`config.mk`:
```
export PLATFORM = sky130hd
export DESIGN_NAME = jerk_limited_stop_velocity_pass_flat
export DESIGN_NICKNAME = d
export VERILOG_FILES = /design/src/rtl/jlsv_pkg.sv /design/src/rtl/jlsv_point_if.sv /design/src/rtl/jerk_limited_stop_velocity_pass.sv /design/src/flat_wrapper.sv
export SDC_FILE = /design/constraint.sdc
export NUM_CORES = 2
export LEC_CHECK = 0
export ABC_AREA = 1
export BUFFER_PORTS_ARGS = -buffer_cell sky130_fd_sc_hd__buf_2
export CAP_MARGIN = 20
export CORE_ASPECT_RATIO = 0.8
export CORE_MARGIN = 4
export CORE_UTILIZATION = 50
export DETAILED_ROUTE_END_ITERATION = 8
export PLACE_DENSITY = 0.66
export SLEW_MARGIN = 20
export SYNTH_ARGS = -nofsm -noshare
export SYNTH_HDL_FRONTEND = slang
export SYNTH_SLANG_ARGS = --single-unit
export TNS_END_PERCENT = 50
```
`constraint.sdc`:
```
create_clock -name clk -period 10 [get_ports clk]
set_input_delay 0.5 -clock clk [delete_from_list [all_inputs] [get_ports clk]]
set_output_delay 0.5 -clock clk [all_outputs]
set_load 0.05 [all_outputs]
```
`src/rtl/jlsv_pkg.sv`:
```
// shared widths and defaults for the jerk limited stop velocity pass
// no dependencies
`timescale 1ns / 1ps
package jlsv_pkg;
  localparam int POS_W         = 32;
  localparam int SPEED_W       = 24;
  localparam int CFG_W         = 23;
  localparam int FRAC_BITS_DEF = 16;
  localparam logic [CFG_W-1:0] JERK_RESET  = 23'd65536;
  localparam logic [CFG_W-1:0] DECEL_RESET = 23'd65536;
endpackage

```
`src/rtl/jlsv_point_if.sv`:
```
// point and result channels with valid/ready handshake
// depends on jlsv_pkg
`timescale 1ns / 1ps
interface jlsv_point_if import jlsv_pkg::*; ();
  logic                      valid;
  logic                      ready;
  logic signed [POS_W-1:0]   pos_x;
  logic signed [POS_W-1:0]   pos_y;
  logic signed [SPEED_W-1:0] speed_in;
  logic signed [SPEED_W-1:0] accel_in;
  logic                      is_stop_point;
  modport source (output valid, pos_x, pos_y, speed_in, accel_in, is_stop_point,
                  input ready);
  modport sink (input valid, pos_x, pos_y, speed_in, accel_in, is_stop_point,
                output ready);
endinterface

interface jlsv_result_if import jlsv_pkg::*; ();
  logic                      valid;
  logic                      ready;
  logic signed [SPEED_W-1:0] speed_out;
  logic signed [SPEED_W-1:0] accel_out;
  logic                      was_updated;
  modport source (output valid, speed_out, accel_out, was_updated, input ready);
  modport sink (input valid, speed_out, accel_out, was_updated, output ready);
endinterface

```
`src/rtl/jerk_limited_stop_velocity_pass.sv`:
```
// top level of the jerk limited stop velocity pass
// depends on jlsv_pkg and the channel interfaces in jlsv_point_if.sv
`timescale 1ns / 1ps
// Points arrive in reverse order; a stop point leaves at once with zero speed and
// acceleration, while a point that comes while no pass is active passes through at once
// unchanged. A point inside an active pass is worked out by one shared 32x32 multiplier, a
// one-bit-a-cycle square root unit and a one-bit-a-cycle divider under a small sequencer:
// eight multiply, add or select steps, two square roots, an overflow check, a divide
// (skipped when the quotient surely hits the cap) and a result step, plus any wait for the
// result register to empty. The block takes no point meanwhile. pready is always high;
// registers sit at byte addresses 0, 4.
module jerk_limited_stop_velocity_pass import jlsv_pkg::*; #(
  parameter int FRAC_BITS = FRAC_BITS_DEF
) (
  input  logic               clk,
  input  logic               rst,
  input  logic               psel,
  input  logic               penable,
  input  logic               pwrite,
  input  logic [2:0]         paddr,
  input  logic [31:0]        pwdata,
  output logic [31:0]        prdata,
  output logic               pready,
  jlsv_point_if.sink         points,
  jlsv_result_if.source      results
);
  localparam logic [CFG_W-1:0] MIN_SPEED = CFG_W'(((1 << FRAC_BITS) + 5) / 10);
  localparam logic [CFG_W-1:0] SPEED_MAX = {CFG_W{1'b1}};

  localparam logic [3:0] S_IDLE  = 4'd0;
  localparam logic [3:0] S_MULX  = 4'd1;
  localparam logic [3:0] S_MULY  = 4'd2;
  localparam logic [3:0] S_SUM   = 4'd3;
  localparam logic [3:0] S_SQRT  = 4'd4;
  localparam logic [3:0] S_MULJ  = 4'd5;
  localparam logic [3:0] S_DCHK  = 4'd6;
  localparam logic [3:0] S_DIV   = 4'd7;
  localparam logic [3:0] S_ASEL  = 4'd8;
  localparam logic [3:0] S_MULV  = 4'd9;
  localparam logic [3:0] S_MULS  = 4'd10;
  localparam logic [3:0] S_FIN   = 4'd11;

  logic [3:0] state;
  logic [CFG_W-1:0] jerk_max, decel_limit;
  logic signed [POS_W-1:0] ref_x, ref_y;
  logic [SPEED_W-1:0] ref_speed, ref_accel_mag;
  logic pass_active;

  // latched point
  logic signed [POS_W-1:0] px, py;
  logic signed [SPEED_W-1:0] spd;
  // point acceleration kept for pass-through at pass end
  logic signed [SPEED_W-1:0] acc_in_hold;

  logic [30:0] dx, dy;
  logic [31:0] ds;
  logic        second;
  logic [63:0] prod, acc;
  logic [31:0] mul_a, mul_b;
  logic [63:0] sq_rad;
  logic [33:0] sq_rem;
  logic [31:0] sq_root;
  logic [4:0]  cnt;
  logic [CFG_W-1:0] dv_d, dv_rem;
  logic [23:0] dv_low, dv_q;
  logic        dv_ovf;
  logic [CFG_W-1:0] a_mag;

  logic out_free;
  assign out_free = !results.valid || results.ready;
  assign points.ready = (state == S_IDLE) && out_free;
  assign pready = 1'b1;

  // a result word is loaded on a stop point, a direct pass-through or at the end of the sequence
  logic res_load;
  assign res_load = ((state == S_IDLE) && points.valid && points.ready &&
                     (points.is_stop_point || !pass_active)) ||
                    ((state == S_FIN) && out_free);

  // apb
  logic cfg_wr;
  assign cfg_wr = psel && penable && pwrite;
  always_comb begin
    prdata = {9'd0, paddr[2] ? decel_limit : jerk_max};
  end

  // saturated absolute differences
  logic signed [POS_W:0] diff_x, diff_y;
  logic [POS_W:0] mag_x, mag_y;
  assign diff_x = {points.pos_x[POS_W-1], points.pos_x} - {ref_x[POS_W-1], ref_x};
  assign diff_y = {points.pos_y[POS_W-1], points.pos_y} - {ref_y[POS_W-1], ref_y};
  assign mag_x = diff_x[POS_W] ? (POS_W+1)'(-diff_x) : diff_x;
  assign mag_y = diff_y[POS_W] ? (POS_W+1)'(-diff_y) : diff_y;

  // shared multiplier
  always_comb begin
    unique case (state)
      S_MULX:  begin mul_a = {1'b0, dx}; mul_b = {1'b0, dx}; end
      S_MULY:  begin mul_a = {1'b0, dy}; mul_b = {1'b0, dy}; end
      S_MULJ:  begin mul_a = {9'd0, jerk_max}; mul_b = sq_root; end
      S_MULV:  begin mul_a = {8'd0, ref_speed}; mul_b = {8'd0, ref_speed}; end
      S_MULS:  begin
        mul_a = {8'd0, ref_accel_mag + {1'b0, a_mag}};
        mul_b = ds;
      end
      default: begin mul_a = '0; mul_b = '0; end
    endcase
  end

  // one root bit per cycle
  logic [33:0] sq_t, sq_trial;
  logic        sq_ge;
  assign sq_t     = {sq_rem[31:0], sq_rad[63:62]};
  assign sq_trial = {sq_root, 2'b01};
  assign sq_ge    = sq_t >= sq_trial;

  // one quotient bit per cycle
  logic [CFG_W:0] dv_t;
  logic           dv_ge;
  assign dv_t  = {dv_rem, dv_low[23]};
  assign dv_ge = dv_t >= {1'b0, dv_d};

  logic [24:0] a_sum;
  assign a_sum = {1'b0, ref_accel_mag} + {1'b0, dv_q};

  logic [CFG_W-1:0] v_sat;
  logic             v_lower;
  assign v_sat   = (sq_root[31:CFG_W] != '0) ? SPEED_MAX : sq_root[CFG_W-1:0];
  assign v_lower = !spd[SPEED_W-1] && (v_sat < spd[CFG_W-1:0]);

  always_ff @(posedge clk) begin
    if (rst) begin
      state         <= S_IDLE;
      jerk_max      <= JERK_RESET;
      decel_limit   <= DECEL_RESET;
      ref_x         <= '0;
      ref_y         <= '0;
      ref_speed     <= '0;
      ref_accel_mag <= '0;
      pass_active   <= 1'b0;
      results.valid <= 1'b0;
      cnt           <= '0;
      second        <= 1'b0;
    end else begin
      if (cfg_wr) begin
        if (paddr[2]) decel_limit <= pwdata[CFG_W-1:0];
        else jerk_max <= pwdata[CFG_W-1:0];
      end
      if (res_load) results.valid <= 1'b1;
      else if (results.valid && results.ready) results.valid <= 1'b0;
      prod <= mul_a * mul_b;

      unique case (state)
        S_IDLE: begin
          if (points.valid && points.ready) begin
            px  <= points.pos_x;
            py  <= points.pos_y;
            spd <= points.speed_in;
            dx  <= (mag_x > 33'h7FFFFFFF) ? 31'h7FFFFFFF : mag_x[30:0];
            dy  <= (mag_y > 33'h7FFFFFFF) ? 31'h7FFFFFFF : mag_y[30:0];
            if (points.is_stop_point) begin
              ref_x         <= points.pos_x;
              ref_y         <= points.pos_y;
              ref_speed     <= '0;
              ref_accel_mag <= '0;
              pass_active   <= 1'b1;
              results.speed_out   <= '0;
              results.accel_out   <= '0;
              results.was_updated <= 1'b1;
            end else if (!pass_active) begin
              results.speed_out   <= points.speed_in;
              results.accel_out   <= points.accel_in;
              results.was_updated <= 1'b0;
            end else begin
              state <= S_MULX;
            end
          end
        end
        S_MULX: state <= S_MULY;
        S_MULY: begin
          acc   <= prod;
          state <= S_SUM;
        end
        S_SUM: begin
          sq_rad  <= acc + prod;
          sq_rem  <= '0;
          sq_root <= '0;
          cnt     <= '0;
          state   <= S_SQRT;
        end
        S_SQRT: begin
          sq_rad  <= {sq_rad[61:0], 2'b00};
          sq_rem  <= sq_ge ? sq_t - sq_trial : sq_t;
          sq_root <= {sq_root[30:0], sq_ge};
          cnt     <= cnt + 5'd1;
          if (cnt == 5'd31) state <= second ? S_FIN : S_MULJ;
        end
        S_MULJ: begin
          ds    <= sq_root;
          dv_d  <= (ref_speed[CFG_W-1:0] > MIN_SPEED) ? ref_speed[CFG_W-1:0] : MIN_SPEED;
          state <= S_DCHK;
        end
        S_DCHK: begin
          // quotient of 2^24 or more always hits the cap
          dv_ovf <= prod >= {17'd0, dv_d, 24'd0};
          dv_rem <= prod[46:24];
          dv_low <= prod[23:0];
          dv_q   <= '0;
          cnt    <= '0;
          state  <= (prod >= {17'd0, dv_d, 24'd0}) ? S_ASEL : S_DIV;
        end
        S_DIV: begin
          dv_rem <= dv_ge ? CFG_W'(dv_t - {1'b0, dv_d}) : dv_t[CFG_W-1:0];
          dv_low <= {dv_low[22:0], 1'b0};
          dv_q   <= {dv_q[22:0], dv_ge};
          cnt    <= cnt + 5'd1;
          if (cnt == 5'd23) state <= S_ASEL;
        end
        S_ASEL: begin
          a_mag <= (dv_ovf || a_sum > {2'b00, decel_limit}) ? decel_limit : a_sum[CFG_W-1:0];
          state <= S_MULV;
        end
        S_MULV: state <= S_MULS;
        S_MULS: begin
          acc    <= prod;
          second <= 1'b1;
          state  <= S_SUM;
        end
        S_FIN: begin
          if (out_free) begin
            second        <= 1'b0;
            state         <= S_IDLE;
            if (v_lower) begin
              ref_x         <= px;
              ref_y         <= py;
              ref_speed     <= {1'b0, v_sat};
              ref_accel_mag <= {1'b0, a_mag};
              results.speed_out   <= {1'b0, v_sat};
              results.accel_out   <= SPEED_W'(-{1'b0, a_mag});
              results.was_updated <= 1'b1;
            end else begin
              pass_active         <= 1'b0;
              results.speed_out   <= spd;
              results.accel_out   <= acc_in_hold;
              results.was_updated <= 1'b0;
            end
          end
        end
        default: state <= S_IDLE;
      endcase
    end
  end

  always_ff @(posedge clk) begin
    if (points.valid && points.ready) acc_in_hold <= points.accel_in;
  end
endmodule
```
`src/flat_wrapper.sv`:
```
// flat-port wrapper written by rule: the top's interface ports become plain ports
module jerk_limited_stop_velocity_pass_flat import jlsv_pkg::*;
#(
  parameter int FRAC_BITS = FRAC_BITS_DEF
)
  (clk, rst, psel, penable, pwrite, paddr, pwdata, prdata, pready, points_valid, points_pos_x, points_pos_y, points_speed_in, points_accel_in, points_is_stop_point, points_ready, results_valid, results_speed_out, results_accel_out, results_was_updated, results_ready);
  jlsv_point_if points_i ();
  jlsv_result_if results_i ();
  input  logic clk;
  input  logic rst;
  input  logic psel;
  input  logic penable;
  input  logic pwrite;
  input  logic [2:0] paddr;
  input  logic [31:0] pwdata;
  output logic [31:0] prdata;
  output logic pready;
  input wire logic [$bits(points_i.valid)-1:0] points_valid;
  input wire logic [$bits(points_i.pos_x)-1:0] points_pos_x;
  input wire logic [$bits(points_i.pos_y)-1:0] points_pos_y;
  input wire logic [$bits(points_i.speed_in)-1:0] points_speed_in;
  input wire logic [$bits(points_i.accel_in)-1:0] points_accel_in;
  input wire logic [$bits(points_i.is_stop_point)-1:0] points_is_stop_point;
  output wire logic [$bits(points_i.ready)-1:0] points_ready;
  output wire logic [$bits(results_i.valid)-1:0] results_valid;
  output wire logic [$bits(results_i.speed_out)-1:0] results_speed_out;
  output wire logic [$bits(results_i.accel_out)-1:0] results_accel_out;
  output wire logic [$bits(results_i.was_updated)-1:0] results_was_updated;
  input wire logic [$bits(results_i.ready)-1:0] results_ready;
  assign points_i.valid = points_valid;
  assign points_i.pos_x = points_pos_x;
  assign points_i.pos_y = points_pos_y;
  assign points_i.speed_in = points_speed_in;
  assign points_i.accel_in = points_accel_in;
  assign points_i.is_stop_point = points_is_stop_point;
  assign points_ready = points_i.ready;
  assign results_valid = results_i.valid;
  assign results_speed_out = results_i.speed_out;
  assign results_accel_out = results_i.accel_out;
  assign results_was_updated = results_i.was_updated;
  assign results_i.ready = results_ready;
  jerk_limited_stop_velocity_pass #(.FRAC_BITS(FRAC_BITS)) u_core (.clk(clk), .rst(rst), .psel(psel), .penable(penable), .pwrite(pwrite), .paddr(paddr), .pwdata(pwdata), .prdata(prdata), .pready(pready), .points(points_i), .results(results_i));
endmodule
```
Word level (Yosys, flattened, before mapping)
Cells that the tools add are included.
Operators by class
  add/subtract/negate cells: 11
  $mul: 1
  $lt $le $gt $ge: 8
  eq/ne operators: 23
  muxes and demuxes: 70
  bitwise logic cells: 2
  reduce and logical (&&, ||, !) cells: 42
Operator list (count)
  2-to-1 mux 24 bit: 16
  2-to-1 mux 32 bit: 9
  one-hot mux 24 bit (2 select lines): 6
  one-hot mux 32 bit (2 select lines): 4
  one-hot mux 32 bit (5 select lines): 1
  one-hot mux 31 bit (5 select lines): 1
  one-hot mux 64 bit (2 select lines): 1
  2-to-1 mux 23 bit: 4
  greater-than comparator 33 x 31 -> 1 bit (second input constant): 2
  2-to-1 mux 33 bit: 2
  negator 33 bit: 2
  subtractor 32 x 32 -> 33 bit: 2
  adder 64 bit: 1
  greater-or-equal comparator 64 x 47 -> 1 bit: 1
  multiplier 31 x 32 -> 63 bit: 1
  one-hot mux 23 bit (2 select lines): 1
  one-hot mux 4 bit (11 select lines): 1
  greater-or-equal comparator 34 bit: 1
  2-to-1 mux 4 bit: 8
  subtractor 32 bit: 1
  adder 24 x 24 -> 25 bit: 1
  greater-than comparator 25 x 23 -> 1 bit: 1
  adder 24 x 23 -> 24 bit: 1
  greater-or-equal comparator 24 x 23 -> 1 bit: 1
  28 further kinds: 88
Storage, ports and cells
  flip-flop bits (word level): 799
  input port bits: 155
  output and inout port bits: 84
  word-level logic and storage cells: 189

Depth between registers and ports, before layout
  word-level depth: 7
  gate-level depth with buffers: 47
  gate-level depth less buffers: 45

Worst setup path before layout
OpenSTA, ideal clock, no wires.
  kind: reg-to-reg
  from: register u_core.state[3]
  to: register u_core.dx[0], enable pin
  setup time: 0.662 ns
  data arrival time: 7.965 ns
  data required time: 9.338 ns
  slack: 1.373 ns
  cell stages (with the launch flop): 8
  path buffers: 0
  period minus slack after synthesis: 8.627 ns
  cell sequence: dfxtp_1 > nor2_1 > inv_1 > nor2_1 > inv_1 > nor2_1 > nand2_1 > nor2_1
Between the ends
  longest elaborated chain between the ends: 4
Ends and longest elaborated chain
  from (decl): RTL line jerk_limited_stop_velocity_pass.sv:43  | logic [3:0] state;
  from (signal assigned): RTL line jerk_limited_stop_velocity_pass.sv:196  | if (cnt == 5'd31) state <= second ? S_FIN : S_MULJ;
  from (signal assigned): RTL line jerk_limited_stop_velocity_pass.sv:210  | state <= (prod >= {17'd0, dv_d, 24'd0}) ? S_ASEL : S_DIV;
  logical NOT 4 bit: RTL line jerk_limited_stop_velocity_pass.sv:71  | assign points.ready = (state == S_IDLE) && out_free;
  logical AND 1 bit: RTL line jerk_limited_stop_velocity_pass.sv:71
  named net points_ready: RTL line flat_wrapper.sv:24  | output wire logic [$bits(points_i.ready)-1:0] points_ready;
  logical AND 1 bit: RTL line jerk_limited_stop_velocity_pass.sv:155  | if (points.valid && points.ready) begin
  AND reduction 3 bit (no source line)
  to (signal assigned): RTL line jerk_limited_stop_velocity_pass.sv:159  | dx <= (mag_x > 33'h7FFFFFFF) ? 31'h7FFFFFFF : mag_x[30:0];
  to (decl): RTL line jerk_limited_stop_velocity_pass.sv:55  | logic [30:0] dx, dy;
The timed path passes the listed nets, and every way through them passes these cells.
A chain may end at the register's enable or synchronous reset.

Final worst setup path
  from: register u_core.state[1]
  to: register u_core.prod[47] (data pin)
Between the ends
  longest elaborated chain between the ends: 3
  elaborated cells between the ends (all ways): 8
  those cells by class: 1 x mul; 5 x eq/ne; 2 x mux
Ends and longest elaborated chain
  == test 4 bit, or another cell as far along: RTL line jerk_limited_stop_velocity_pass.sv:97  | unique case (state)
  one-hot mux 31 bit (5 select lines) or one-hot mux 32 bit (5 select lines) (tied branches): RTL line jerk_limited_stop_velocity_pass.sv:97
  multiplier 31 x 32 -> 63 bit (*): RTL line jerk_limited_stop_velocity_pass.sv:151  | prod <= mul_a * mul_b;
  to (signal assigned): RTL line jerk_limited_stop_velocity_pass.sv:151
  to (decl): RTL line jerk_limited_stop_velocity_pass.sv:58  | logic [63:0] prod, acc;
Mark *: on every way between the ends. The rest lies on a longest branch, timed or not.

==> impl_metrics.json <==
{
  "syn-instance-count": 10300,
  "setup.worst_path.start": "u_core.state[1]$_SDFFE_PP0P_",
  "stdcell_area_sq_um": 90200,
  "setup_violations": 0,
  "vdd_drop_max_mv": 0.135,
  "crit_type": "register to register",
  "hold_viol_final": 0,
  "synth_area_sq_um": 81700,
  "clock_latency_ps": 720,
  "p_leak_nw": 42.1,
  "rr_worst_depth": 34,
  "r2r_start": "u_core.state[1]$_SDFFE_PP0P_",
  "synthDistinctLibCells": 65,
  "slowest_delay_ps": 830,
  "clockBufferDepth": 3,
  "cp_max_fo": 19,
  "ys_ff_latch": 795,
  "ys_seq_area_frac": 0.272,
  "viasPerCell": 5.57,
  "crit_end": "u_core.prod[47]$_DFFE_PN_",
  "post-route-period-util": 0.962,
  "p_per_area_nw_per_um2": 93.1,
  "grt_pass1_vias": 69200,
  "end_kind": "register",
  "drcViolationCount": 0,
  "final_nets": 12200,
  "gp_congestion": 1.04,
  "numCtsBuffers": 84,
  "fp.dieArea_sq_um": 170000,
  "fmax_mhz": 104,
  "syn_area_per_cell_sq_um": 7.97,
  "dieHeight_um": 370,
  "cp_num_buf_inv": 10,
  "met3_usage": 0.0967,
  "status": "finished clean",
  "fp.dieW_um": 460,
  "dr.pass1.iters": 6,
  "grt-busiest-layer": "met1",
  "met2_usage": 0.450,
  "yosysWarnings": 0,
  "initial_core_util": 0.504,
  "wirelength_um": 272000,
  "row_count": 132,
  "htreeDepth": 3,
  "io_pins": 239,
  "ys.flop_type": "edfxtp_1",
  "port_buffers": 217,
  "grt_antenna_before_repair": 9,
  "synth_enable_flop_cells": 627,
  "hold_start": "points_speed_in[9]",
  "clk_pin_slew_ps": 60,
  "critical_path.slowest_cell": "clkinv_1",
  "clock_skew_ps": 39.0,
  "grt.met1_usage": 0.470,
  "start_kind": "register",
  "drive_gt1_frac": 0.0686,
  "grt.overflow.total": 0,
  "post-route-util": 0.556,
  "cp.arrival_ps": 10120,
  "hpwl_um": 219000,
  "vias": 71300,
  "async_flop_share": 0,
  "finalNonFillerCells": 12800,
  "r2r_end": "u_core.prod[47]$_DFFE_PN_",
  "grt_max_degree": 151,
  "syn_to_final_growth_pct": 10.5,
  "slew_viol_final": 0,
  "min_period_ps": 9620,
  "whs_ps": 35.3,
  "antenna_left": 0,
  "dpl.cell_count": 12500,
  "grt_usage": 0.319,
  "worst-path-stages": 34,
  "drtIter0Drc": 7445,
  "cts.sinks": 795,
  "grt_setup_unrepaired": "yes",
  "cts_tree": "built",
  "tightest_slew_ps": 1130,
  "core_sq_um": 162000,
  "slew_headroom": 0.249,
  "drv_cap": 0,
  "cpLargestDelayFamily": "adder cells",
  "hp-class": "input port to register",
  "wl_per_cell_um": 21.2,
  "rrSetupSlack_ps": 380,
  "crit_top_cell": "fa_1",
  "placed_area_sq_um": 86300,
  "crit_required_ps": 10500,
  "cts-root-buf": "clkbuf_16",
  "grt_pass1_wl_um": 416000
}
[power by group]
group          switching [mW]  internal [mW]
logic                   0.985          0.438
registers              0.0601           3.69
clock network            1.44           1.79
[placed cells by master, fill, tap and decap left out, drive strengths merged, types with 11 or more instances in the layout]
cell,netlist,final
edfxtp,627,627
buf,79,479
dlygate4sd3,0,107
dfxtp,168,168
inv,1902,1907
xor2,133,133
conb,2,17
nand4,76,76
nor3,63,63
nand3,397,397
o211ai,62,62
a221oi,11,11
nand3b,28,28
o21ai,417,417
o21bai,30,30
a21oi,644,644
nor2,1027,1027
a31oi,54,54
a21boi,11,11
or2,26,26
fa,872,872
a211oi,12,12
ha,559,559
xnor2,85,85
nor4,40,40
a21o,42,42
nand2,2527,2527
clkinv,19,51
o21a,18,18
clkbuf,262,105
[worst reg2reg max path: cells and delay by family, from the launching register on]
kind                     cells  cell delay (ps)
flip-flops                   1              460
buffers and inverters       10             1810
adder cells (fa/ha/maj)      9             4230
AO/OA/AOI/OAI                5              990
XOR/XNOR                     1              290
AND/OR/NAND/NOR              9             1630
[area by class of cell]
cell class / count / area [sq um]
flip-flops and latches: 795 / 22200
clock buffers: 105 / 2220
multi-input cells: 7209 / 51100
fillers: 15200 / 71900
repair buffers: 586 / 4240
well taps: 2144 / 2680
inverters: 1922 / 7240
diodes: 4 / 10.0
clock inverters: 51 / 584
[sequential cells by signal (all words and copies together) (netlist names), 31 cells and up]
register        count
u_core.acc         63
u_core.ds          32
u_core.dx          31
u_core.dy          31
u_core.prod        63
u_core.px          32
u_core.py          32
u_core.ref_x       32
u_core.ref_y       32
u_core.sq_rad      64
u_core.sq_rem      32
u_core.sq_root     32
[cells in the mapped netlist, drive strengths merged (2+ instances only)]
cell type	number	share of area
nand3b	28	0.0026
nor4	40	0.0031
o221ai	8	0.00086
fa	872	0.21
and2	7	0.00054
conb	2	0.000092
nor3	63	0.0040
a21o	42	0.0039
o21ai	417	0.026
o21bai	30	0.0028
a22oi	5	0.00046
a211oi	12	0.0011
buf	79	0.0056
nor2	1027	0.048
edfxtp	627	0.23
a31oi	54	0.0041
ha	559	0.086
xor2	133	0.014
a221oi	11	0.0012
a41oi	2	0.00021
o211ai	62	0.0057
o21a	18	0.0017
dfxtp	168	0.041
xnor2	85	0.0093
a21boi	11	0.0010
o211a	2	0.00025
o31ai	6	0.00055
clkinv	19	0.00087
a21oi	644	0.040
nor3b	3	0.00034
a2111oi	3	0.00032
o311ai	2	0.00021
nand4	76	0.0058
nand2	2527	0.12
inv	1902	0.087
o22ai	8	0.00092
or2	26	0.0020
and3	6	0.00046
nand3	397	0.025
clkbuf	262	0.012
[kinds of logic (layout without fill, tap and decap cells)]
logic type,count (synthesis),after routing,synth area share
AO/OA/AOI/OAI,1341,1341,0.0907
XOR/XNOR,218,218,0.0237
adder cells (fa/ha/maj),1431,1431,0.299
buffers and inverters,2263,2664,0.106
flip-flops,795,795,0.272
other,2,21,0.0000919
AND/OR/NAND/NOR,4202,4202,0.208
[worst min-delay path by stage]
stage | end | slack (ps) | cells after the start
3_5_place_dp | u_core.ds[16]$_DFFE_PP_ | 430 | 0
2_1_floorplan | u_core.ds[10]$_DFFE_PP_ | 430 | 0
5_1_grt | u_core.spd[9]$_DFFE_PP_ | 4 | 1
6_report | u_core.spd[9]$_DFFE_PP_ | 40 | 1
4_1_cts | u_core.py[4]$_DFFE_PP_ | 0.3 | 1
3_3_place_gp | u_core.ds[22]$_DFFE_PP_ | 430 | 0
[repair_timing]
item / in CTS / in global routing
setup buffers: 0 / 2
endpoints found under the hold margin: 107 / 1
gates resized for setup: 0 / 10
hold buffers: 106 / 1
setup endpoints to repair: 0 / 24
[metrics by stage]
stage / worst slack (ps) / power [mW] / setup TNS, ps
after detailed placement: 216 / 5.19 / 0
after CTS: 161 / 8.43 / 0
after global placement: 256 / 5.15 / 0
after global routing: -29.7 / 8.75 / -29.7
final: 380 / 8.40 / 0
after floorplan: 1370 / 4.76 / 0
[routing by layer]
layer / wire length [um] / part of all wire
met1: 120000 / 0.44
met2: 110000 / 0.40
met4: 9150 / 0.034
met3: 32800 / 0.12
met5: 296 / 0.0011
No activity file was read; power rests on OpenSTA's default activity.
